### src/rtl/core/cffa_pkg.sv
package cffa_pkg;

  localparam int NumBlocksDef  = 64;
  localparam int MaxEntriesDef = 16;

  localparam logic [2:0] CmdCreate = 3'd0;
  localparam logic [2:0] CmdWrite  = 3'd1;
  localparam logic [2:0] CmdRead   = 3'd2;
  localparam logic [2:0] CmdSetLen = 3'd3;
  localparam logic [2:0] CmdDelete = 3'd4;

  localparam logic [2:0] StOk       = 3'd0;
  localparam logic [2:0] StFull     = 3'd1;
  localparam logic [2:0] StDup      = 3'd2;
  localparam logic [2:0] StNoSpace  = 3'd3;
  localparam logic [2:0] StNotFound = 3'd4;
  localparam logic [2:0] StRange    = 3'd5;

  typedef struct packed {
    logic [2:0]  cmd;
    logic [15:0] file_key;
    logic [6:0]  length;
    logic [5:0]  offset;
    logic [7:0]  data_in;
  } req_t;

  typedef struct packed {
    logic [2:0] status;
    logic [5:0] start_block;
    logic [6:0] extent_size;
    logic [7:0] data_out;
  } rsp_t;

  // controller -> datapath
  typedef struct packed {
    logic load;       // capture request, clear result
    logic ent_clr;    // restart entry walk
    logic ent_step;   // look at next entry slot
    logic fit_clr;    // restart block scan
    logic fit_step;   // look at next block
    logic walk_init;  // set walk pointer for fill / clear
    logic walk_step;  // process one block of the walk
    logic byte_op;    // do a single byte access
    logic ent_alloc;  // record new entry
    logic ent_free;   // drop found entry
    logic set_status; // load status from code
    logic [2:0] code;
    logic finish_ok;  // copy start/size into result
  } ctl_t;

  // datapath -> controller
  typedef struct packed {
    logic [2:0] cmd;
    logic full;
    logic ent_done;   // walk of table finished
    logic found;
    logic fit_done;
    logic fit_ok;
    logic walk_done;
    logic range_bad;  // offset or growth out of range
  } sts_t;

endpackage

### src/rtl/core/cffa_datapath.sv
module cffa_datapath #(
  parameter int NUM_BLOCKS  = cffa_pkg::NumBlocksDef,
  parameter int MAX_ENTRIES = cffa_pkg::MaxEntriesDef
) (
  input  logic           clk,
  input  logic           rst_n,
  input  cffa_pkg::req_t req,
  input  cffa_pkg::ctl_t ctl,
  output cffa_pkg::sts_t sts,
  output cffa_pkg::rsp_t rsp
);
  localparam int BW = (NUM_BLOCKS  > 1) ? $clog2(NUM_BLOCKS)  : 1;
  localparam int EW = (MAX_ENTRIES > 1) ? $clog2(MAX_ENTRIES) : 1;
  localparam int LW = $clog2(NUM_BLOCKS + 1);
  localparam int CW = $clog2(MAX_ENTRIES + 1);

  logic [NUM_BLOCKS-1:0]  used_r;
  logic [7:0]             byte_mem [NUM_BLOCKS];
  logic [NUM_BLOCKS-1:0]  bvalid_r;
  logic [MAX_ENTRIES-1:0] evalid_r;
  logic [15:0]            ekey_r   [MAX_ENTRIES];
  logic [BW-1:0]          estart_r [MAX_ENTRIES];
  logic [LW:0]            elen_r   [MAX_ENTRIES];
  logic [CW-1:0]          count_r;

  cffa_pkg::req_t req_r;
  cffa_pkg::rsp_t rsp_r;
  logic [EW:0]  eidx_r;
  logic [EW-1:0] slot_r, free_r;
  logic         found_r, free_ok_r;
  logic [BW:0]  bidx_r;
  logic [LW:0]  run_r;
  logic         fit_ok_r;
  logic [BW:0]  fstart_r;
  logic [LW:0]  st_r, sz_r;
  logic [LW:0]  wptr_r, wend_r;
  logic         wclr_used_r, wset_used_r;
  logic [7:0]   rd_q;

  logic [LW:0] len_x, off_x, run_inc, addr_x;
  logic        bad_len, zero_len;

  assign len_x    = (LW+1)'(req_r.length);
  assign off_x    = (LW+1)'(req_r.offset);
  assign run_inc  = run_r + 1'b1;
  assign addr_x   = st_r + off_x;
  assign bad_len  = len_x > (LW+1)'(NUM_BLOCKS);
  // a zero-length extent always fits at block 0
  assign zero_len = req_r.length == 7'd0;

  // status back to controller
  assign sts.cmd       = req_r.cmd;
  assign sts.full      = count_r >= CW'(MAX_ENTRIES);
  assign sts.ent_done  = eidx_r == (EW+1)'(MAX_ENTRIES);
  assign sts.found     = found_r;
  assign sts.fit_done  = fit_ok_r || zero_len || bidx_r == (BW+1)'(NUM_BLOCKS) || bad_len;
  assign sts.fit_ok    = fit_ok_r || zero_len;
  assign sts.walk_done = wptr_r >= wend_r;
  assign sts.range_bad = (req_r.cmd == cffa_pkg::CmdSetLen) ? (len_x > sz_r)
                                                            : (off_x >= sz_r);

  always_comb begin
    rsp = rsp_r;
    if (rsp_r.status == cffa_pkg::StOk && req_r.cmd == cffa_pkg::CmdRead)
      rsp.data_out = bvalid_r[addr_x[BW-1:0]] ? rd_q : 8'd0;
  end

  // control and table state
  always_ff @(posedge clk) begin
    if (!rst_n) begin
      used_r   <= '0;
      bvalid_r <= '0;
      evalid_r <= '0;
      count_r  <= '0;
    end else begin
      if (ctl.walk_step && !sts.walk_done) begin
        if (wclr_used_r) used_r[wptr_r[BW-1:0]] <= 1'b0;
        if (wset_used_r) used_r[wptr_r[BW-1:0]] <= 1'b1;
        bvalid_r[wptr_r[BW-1:0]] <= 1'b0;
      end
      if (ctl.byte_op && req_r.cmd == cffa_pkg::CmdWrite)
        bvalid_r[addr_x[BW-1:0]] <= 1'b1;
      if (ctl.ent_alloc) begin
        evalid_r[free_r] <= 1'b1;
        count_r <= count_r + 1'b1;
      end
      if (ctl.ent_free) begin
        evalid_r[slot_r] <= 1'b0;
        count_r <= count_r - 1'b1;
      end
    end
  end

  // byte store: a byte whose valid bit is clear reads as zero, so walks only drop valid bits
  always_ff @(posedge clk) begin
    if (ctl.byte_op && req_r.cmd == cffa_pkg::CmdWrite)
      byte_mem[addr_x[BW-1:0]] <= req_r.data_in;
    rd_q <= byte_mem[addr_x[BW-1:0]];
  end

  // entry table payload
  always_ff @(posedge clk) begin
    if (ctl.ent_alloc) begin
      ekey_r[free_r]   <= req_r.file_key;
      estart_r[free_r] <= fstart_r[BW-1:0];
      elen_r[free_r]   <= len_x;
    end
  end

  // sequencing registers
  always_ff @(posedge clk) begin
    if (ctl.load) begin
      req_r <= req;
      rsp_r <= '0;
    end
    if (ctl.ent_clr) begin
      eidx_r <= '0; found_r <= 1'b0; free_ok_r <= 1'b0;
    end else if (ctl.ent_step && !sts.ent_done) begin
      if (evalid_r[eidx_r[EW-1:0]] && ekey_r[eidx_r[EW-1:0]] == req_r.file_key
          && !found_r) begin
        found_r <= 1'b1;
        slot_r  <= eidx_r[EW-1:0];
        st_r    <= (LW+1)'(estart_r[eidx_r[EW-1:0]]);
        sz_r    <= elen_r[eidx_r[EW-1:0]];
      end
      if (!evalid_r[eidx_r[EW-1:0]] && !free_ok_r) begin
        free_ok_r <= 1'b1;
        free_r    <= eidx_r[EW-1:0];
      end
      eidx_r <= eidx_r + 1'b1;
    end
    if (ctl.fit_clr) begin
      bidx_r <= '0; run_r <= '0;
      fit_ok_r <= 1'b0;
      fstart_r <= '0;
    end else if (ctl.fit_step && !sts.fit_done) begin
      if (used_r[bidx_r[BW-1:0]]) run_r <= '0;
      else begin
        run_r <= run_inc;
        if (run_inc == len_x) begin
          fit_ok_r <= 1'b1;
          fstart_r <= bidx_r + 1'b1 - (BW+1)'(len_x);
        end
      end
      bidx_r <= bidx_r + 1'b1;
    end
    if (ctl.walk_init) begin
      wclr_used_r <= req_r.cmd == cffa_pkg::CmdDelete;
      wset_used_r <= req_r.cmd == cffa_pkg::CmdCreate;
      if (req_r.cmd == cffa_pkg::CmdCreate) begin
        wptr_r <= (LW+1)'(fstart_r); wend_r <= (LW+1)'(fstart_r) + len_x;
        st_r   <= (LW+1)'(fstart_r); sz_r   <= len_x;
      end else if (req_r.cmd == cffa_pkg::CmdSetLen) begin
        wptr_r <= st_r + len_x; wend_r <= st_r + sz_r;
      end else begin
        wptr_r <= st_r; wend_r <= st_r + sz_r;
      end
    end else if (ctl.walk_step && !sts.walk_done)
      wptr_r <= wptr_r + 1'b1;
    if (ctl.set_status) rsp_r.status <= ctl.code;
    if (ctl.finish_ok) begin
      rsp_r.start_block <= st_r[5:0];
      rsp_r.extent_size <= 7'(sz_r);
    end
  end
endmodule

### src/rtl/core/cffa_ctrl.sv
module cffa_ctrl (
  input  logic           clk,
  input  logic           rst_n,
  input  logic           in_valid,
  output logic           in_ready,
  output logic           out_valid,
  input  logic           out_ready,
  input  cffa_pkg::sts_t sts,
  output cffa_pkg::ctl_t ctl
);
  typedef enum logic [2:0] {
    S_IDLE, S_ENT, S_FIT, S_CHECK, S_WALK, S_BYTE, S_DONE
  } state_t;
  state_t state_r;
  logic   out_valid_r;

  assign in_ready  = state_r == S_IDLE;
  assign out_valid = out_valid_r;

  // decode commands per state
  always_comb begin
    ctl = '0;
    case (state_r)
      S_IDLE: begin
        ctl.load = in_valid;
        ctl.ent_clr = 1'b1;
        ctl.fit_clr = 1'b1;
      end
      S_ENT: ctl.ent_step = 1'b1;
      S_FIT: begin
        ctl.fit_step = 1'b1;
        ctl.ent_clr = 1'b0;
      end
      S_CHECK: begin
        ctl.walk_init = 1'b1;
        ctl.set_status = 1'b1;
        if (sts.cmd == cffa_pkg::CmdCreate) begin
          if (sts.full) ctl.code = cffa_pkg::StFull;
          else if (sts.found) ctl.code = cffa_pkg::StDup;
          else if (!sts.fit_ok) ctl.code = cffa_pkg::StNoSpace;
          else begin
            ctl.code = cffa_pkg::StOk; ctl.ent_alloc = 1'b1;
          end
        end else if (sts.cmd > cffa_pkg::CmdDelete) ctl.code = cffa_pkg::StRange;
        else if (!sts.found) ctl.code = cffa_pkg::StNotFound;
        else if (sts.cmd != cffa_pkg::CmdDelete && sts.range_bad)
          ctl.code = cffa_pkg::StRange;
        else begin
          ctl.code = cffa_pkg::StOk;
          ctl.ent_free = sts.cmd == cffa_pkg::CmdDelete;
        end
      end
      S_WALK: begin
        ctl.walk_step = 1'b1;
        ctl.finish_ok = sts.walk_done;
      end
      S_BYTE: begin
        ctl.byte_op = 1'b1;
        ctl.finish_ok = 1'b1;
      end
      default: ;
    endcase
  end

  // hold state and result valid
  always_ff @(posedge clk) begin
    if (!rst_n) begin
      state_r <= S_IDLE;
      out_valid_r <= 1'b0;
    end else begin
      case (state_r)
        S_IDLE: if (in_valid) state_r <= S_ENT;
        S_ENT: if (sts.ent_done) state_r <= S_FIT;
        S_FIT: if (sts.fit_done) state_r <= S_CHECK;
        S_CHECK: begin
          if (ctl.code != cffa_pkg::StOk) begin
            state_r <= S_DONE; out_valid_r <= 1'b1;
          end else if (sts.cmd == cffa_pkg::CmdWrite || sts.cmd == cffa_pkg::CmdRead)
            state_r <= S_BYTE;
          else state_r <= S_WALK;
        end
        S_WALK: if (sts.walk_done) begin
          state_r <= S_DONE; out_valid_r <= 1'b1;
        end
        S_BYTE: begin
          state_r <= S_DONE; out_valid_r <= 1'b1;
        end
        S_DONE: if (out_ready) begin
          state_r <= S_IDLE; out_valid_r <= 1'b0;
        end
        default: state_r <= S_IDLE;
      endcase
    end
  end
endmodule

### src/rtl/core/contiguous_first_fit_allocator_top.sv
// First-fit contiguous extent store: 64 one-byte blocks and 16 keyed extents by default.
// One request is worked at a time. Each first walks the entry table, then runs the
// first-fit scan of the block map (the scan runs on the length field for every command and
// stops early on a fit, a zero length or an oversized length), then takes a decision, then
// walks the extent to mark, zero or free blocks, or does a single byte access; a failed
// request goes straight to its result. The result is held until taken.
module contiguous_first_fit_allocator_top #(
  parameter int NUM_BLOCKS  = cffa_pkg::NumBlocksDef,
  parameter int MAX_ENTRIES = cffa_pkg::MaxEntriesDef
) (
  input  logic           clk,
  input  logic           rst_n,
  input  logic           in_valid,
  output logic           in_ready,
  input  cffa_pkg::req_t in_data,
  output logic           out_valid,
  input  logic           out_ready,
  output cffa_pkg::rsp_t out_data
);
  cffa_pkg::ctl_t ctl;
  cffa_pkg::sts_t sts;

  cffa_ctrl u_ctrl (
    .clk, .rst_n, .in_valid, .in_ready, .out_valid, .out_ready, .sts, .ctl
  );

  cffa_datapath #(.NUM_BLOCKS(NUM_BLOCKS), .MAX_ENTRIES(MAX_ENTRIES)) u_dp (
    .clk, .rst_n, .req(in_data), .ctl, .sts, .rsp(out_data)
  );

`ifndef SYNTHESIS
  a_no_accept_busy: assert property (@(posedge clk) disable iff (!rst_n)
    out_valid |-> !in_ready) else $error("request taken while result pending");
  a_ok_fields: assert property (@(posedge clk) disable iff (!rst_n)
    (out_valid && out_data.status != cffa_pkg::StOk) |->
    (out_data.start_block == 6'd0 && out_data.extent_size == 7'd0))
    else $error("error result carries extent fields");
  a_accept_then_busy: assert property (@(posedge clk) disable iff (!rst_n)
    (in_valid && in_ready) |=> !in_ready) else $error("ready after accept");
`endif
endmodule

### config.mk
export PLATFORM = sky130hd
export DESIGN_NAME = contiguous_first_fit_allocator_top
export DESIGN_NICKNAME = d
export VERILOG_FILES = /design/src/rtl/core/cffa_pkg.sv /design/src/rtl/core/cffa_datapath.sv /design/src/rtl/core/cffa_ctrl.sv /design/src/rtl/core/contiguous_first_fit_allocator_top.sv
export SDC_FILE = /design/constraint.sdc
export NUM_CORES = 2
export LEC_CHECK = 0
export ABC_AREA = 1
export ABC_CLOCK_PERIOD_IN_PS = 3780
export BUFFER_PORTS_ARGS = -buffer_cell sky130_fd_sc_hd__clkbuf_2
export CELL_PAD_IN_SITES_DETAIL_PLACEMENT = 1
export CELL_PAD_IN_SITES_GLOBAL_PLACEMENT = 2
export CORE_UTILIZATION = 40
export DETAILED_ROUTE_END_ITERATION = 16
export GPL_TIMING_DRIVEN = 0
export HOLD_SLACK_MARGIN = 0.05
export PLACE_DENSITY = 0.7
export SETUP_SLACK_MARGIN = 0.2
export SYNTH_ARGS = -nofsm -noshare
export SYNTH_HDL_FRONTEND = slang
export SYNTH_SLANG_ARGS = --single-unit
export TNS_END_PERCENT = 1
### constraint.sdc
create_clock -name clk -period 3.78 [get_ports clk]
set_clock_uncertainty 0.05 [all_clocks]
set_input_delay 0.189 -clock clk [delete_from_list [all_inputs] [get_ports clk]]
set_output_delay 0.189 -clock clk [all_outputs]
set_load 0.01 [all_outputs]
==> flow_metrics.py <==
metrics = {
    "run_status": {
        "outcome": "complete, but fails checks",
        "violations": "negative setup slack",
    },
    "yosys": {
        "synth_edf_count": 1058,
        "yosysUniqueCellTypes": 59,
        "synthSimpleGateAreaFrac_pct": 14.5,
        "netlist_area_um2": 52900,
        "synthMostInstantiatedCell": "edfxtp_1",
        "synth-seq-cells": 1269,
        "seq_area_frac_synth_pct": 68.1,
        "yosysTopAreaCellShare_pct": 60.1,
        "synth_top_family_by_area": "simple AND/OR/NAND/NOR gates",
        "synth_xor_area_share_pct": 0.641,
        "synthTopCellsByCount": "edfxtp_1, nand2_1, nor2_1, o21ai_0, inv_1",
        "synth_fa_ha_area_share_pct": 1.69,
        "muxShareOfSynthArea_pct": 0.0189,
        "synthTopCellsByArea": "edfxtp_1, dfxtp_1, nand2_1",
        "ys_warn_count": 0,
        "synthFlopType": "edfxtp_1",
        "synth_nets": 4840,
        "synth_compound_gate_area_share_pct": 10.5,
        "synth_top_area_cell": "edfxtp_1",
        "syn_avg_cell_area_um2": 11.2,
        "synthArstFlopShare_pct": 0,
        "netlist_instances": 4728,
    },
    "sta": {
        "slew_violations": 0,
        "layout_min_cycle_time_ns": 4.11,
        "rsz0062_at_grt": "true",
        "setup_viol": 61,
        "period_share_pct": 109,
        "max_freq_mhz": 243,
        "worst_slack_ns": -0.331,
        "hold_viol_final": 0,
        "tns_ns": -6.52,
        "tightest_slew_ns": 1.28,
        "max_slew_margin_pct": 14.0,
    },
    "place": {
        "preCtsSetupSlack_ns": -0.922,
        "port_buffers": 69,
        "place.gp.congestion": 0.886,
        "place_hpwl_um": 136000,
        "placed_area_um2": 56500,
    },
    "layout": {
        "fillers": 13900,
        "fin_util_pct": 47.6,
        "fin_area_um2": 62500,
        "multi_input_area_um2": 14900,
        "layout-drive-gt1-share_pct": 12.0,
        "regArea_um2": 36000,
        "area_delta_synth_final_pct": 18.2,
        "layout.nets": 5178,
    },
    "global_routing": {
        "grt_pass1_vias": 39100,
        "grt_util_met3_pct": 4.21,
        "top_usage_layer": "met2",
        "antenna_found_initial": 1,
        "grt_pass1_wl_um": 283000,
        "grt_max_degree": 33,
        "grt_use_met2_pct": 46.1,
        "grt_remaining_overflow": 0,
        "grt_use_met1_pct": 43.7,
        "grtUsageTotal_pct": 29.8,
    },
    "route": {
        "drtIter0Drc": 3776,
        "viasPerCell": 5.66,
        "wl_um": 199000,
        "dr.pass1.iters": 5,
        "ant_nets": 0,
        "vias": 39300,
        "drc": 0,
        "wl_per_cell_um": 28.7,
    },
    "setup_path": {
        "critPathKind": "reg -> out",
        "critPathRequiredTime_ns": 3.54,
        "critPathMaxFanout": 8,
        "reg2reg_depth": 15,
        "critPathLaunchType": "flip-flop",
        "worstPathArrival_ns": 3.87,
        "cp-end-kind": "output port",
    },
    "min_path": {
        "min_path_cells": 2,
        "hold_class": "in -> reg",
    },
    "die": {
        "initial_core_util_pct": 40.3,
        "core_um2": 131000,
        "die-height_um": 366,
        "boundaryPins": 70,
        "rows": 133,
        "die_area_um2": 134000,
        "die_w_um": 366,
    },
    "clock_network": {
        "cts_tree": "built",
        "clock_latency_ns": 0.79,
        "cts_buffer_depth": 3,
        "clock_sinks": 1269,
        "cts_root_buf": "clkbuf_16",
        "cts_made_buffers": 143,
        "htreeDepth": 4,
        "path_clk_slew_ns": 0.05,
    },
    "run": {
        "cap_violations": 0,
    },
    "power": {
        "ir_worst_vdd_v": 0.000559,
        "power_density_nw_per_um2": 791,
        "cellLeakagePower_nw": 22.4,
    },
}
==> state kept, by name, indices dropped and copies added, names as in the netlist, 4 cells and up, named ones only <==
register,cells
u_dp.bidx_r,7
u_dp.bvalid_r,64
u_dp.byte_mem,512
u_dp.count_r,5
u_dp.eidx_r,5
u_dp.ekey_r,256
u_dp.elen_r,112
u_dp.estart_r,96
u_dp.evalid_r,16
u_dp.free_r,4
u_dp.fstart_r,7
u_dp.len_x,7
u_dp.off_x,6
u_dp.rd_q,8
u_dp.req_r,24
u_dp.rsp,16
u_dp.run_r,8
u_dp.slot_r,4
u_dp.st_r,8
u_dp.sz_r,8
u_dp.used_r,64
u_dp.wend_r,8
u_dp.wptr_r,8
==> path summary, 6_finish.rpt <==
check | endpoint | from | slack, ns
worst min register to register | u_dp.free_ok_r$_SDFFE_PP0P_ | u_dp.free_ok_r$_SDFFE_PP0P_ | 0.41
worst max register to register | u_dp.rd_q[2]$_DFF_P_ | u_dp.off_x[0]$_DFFE_PP_ | -0.27
worst max-delay path | out_data[7] | u_dp.off_x[0]$_DFFE_PP_ | -0.33
worst min-delay path | u_dp.req_r[33]$_DFFE_PP_ | in_data[33] | 0.10
==> per-layer routing <==
metal / vias up / part of all wire, % / wire length, um
li1: 17500 / - / -
met1: 20100 / 46 / 91600
met2: 1403 / 45 / 90300
met3: 263 / 6.4 / 12800
met4: 0 / 2.3 / 4560
met5: - / 0 / 0
==> critical path, cell delays in order, from the launching register on <==
cell and delay [ns]:
edfxtp_1 0.49, ha_2 0.25, fa_2 0.58, clkinvlp_4 0.22, nand3_4 0.16, buf_12 0.15, nor2_2 0.03, nor2_1 0.09
o211ai_1 0.10, o31ai_1 0.24, nand2_1 0.14, nand2_1 0.09, nand2_1 0.08, nand2_2 0.11, nand2_8 0.12, nor2_4 0.13
buf_6 0.10
==> area by class of cell <==
class / count / area share, %
sequential: 1269 / 57.6
multi-input combinational: 2868 / 23.9
clock buffer: 183 / 6.11
tap: 1755 / 3.51
timing repair buffer: 193 / 3.33
inverter: 348 / 2.39
buffer: 243 / 2.01
clock inverter: 77 / 1.18
antenna: 1 / 0.00400
==> through the flow <==
stage | hold slack, ns | total power [mW] | std cells
after floorplan | 0.238 | 26.5 | 4728
after global placement | 0.315 | 34.2 | 6552
after detailed placement | 0.318 | 34.7 | 6591
after CTS | 0.0504 | 49.0 | 6927
after global routing | 0.0828 | 51.4 | 6936
final | 0.101 | 49.4 | 6937
==> cells in the final DEF (no fill, tap or decap), types with 46 or more instances in the layout <==
cell type,synthesis,final
a21oi_1,195,195
a221oi_1,53,52
a22oi_1,107,107
buf_2,52,52
clkbuf_1,151,155
clkbuf_16,0,145
clkbuf_2,1,85
clkinvlp_4,0,49
dfxtp_1,211,210
dlygate4sd3_1,0,66
edfxtp_1,1058,1058
ha_1,62,61
inv_1,322,273
nand2_1,1013,999
nand3_1,293,287
nand4_1,52,52
nor2_1,439,395
o21ai_0,323,317
o221ai_1,46,46
==> what timing repair did <==
action                                   CTS  global route
pin swaps                                 16            27
hold buffers                              66             0
endpoints found under the setup margin  1053           865
setup buffers                             10             9
resized for setup                        140            88
hold endpoints to repair                  67             0
==> power breakdown <==
part / leakage (nW) / internal, mW / total, mW / switching [mW]
logic: 8.90 / 5.19 / 18.5 / 13.3
registers: 11.3 / 16.3 / 17.2 / 0.886
clock network: 2.23 / 7.87 / 13.8 / 5.93
==> cells by family (layout without fill, tap and decap cells) <==
group                      after synthesis  after routing
AOI/OAI and AO/OA                      905            905
and+or+nand+nor                       1857           1857
buffers and inverters                  591           1044
DFF                                   1269           1269
muxes                                    1              1
other                                    0              1
xor gates and xnor gates                37             37
adders and majority gates               68             68
Power figures use the tool's default switching activity.
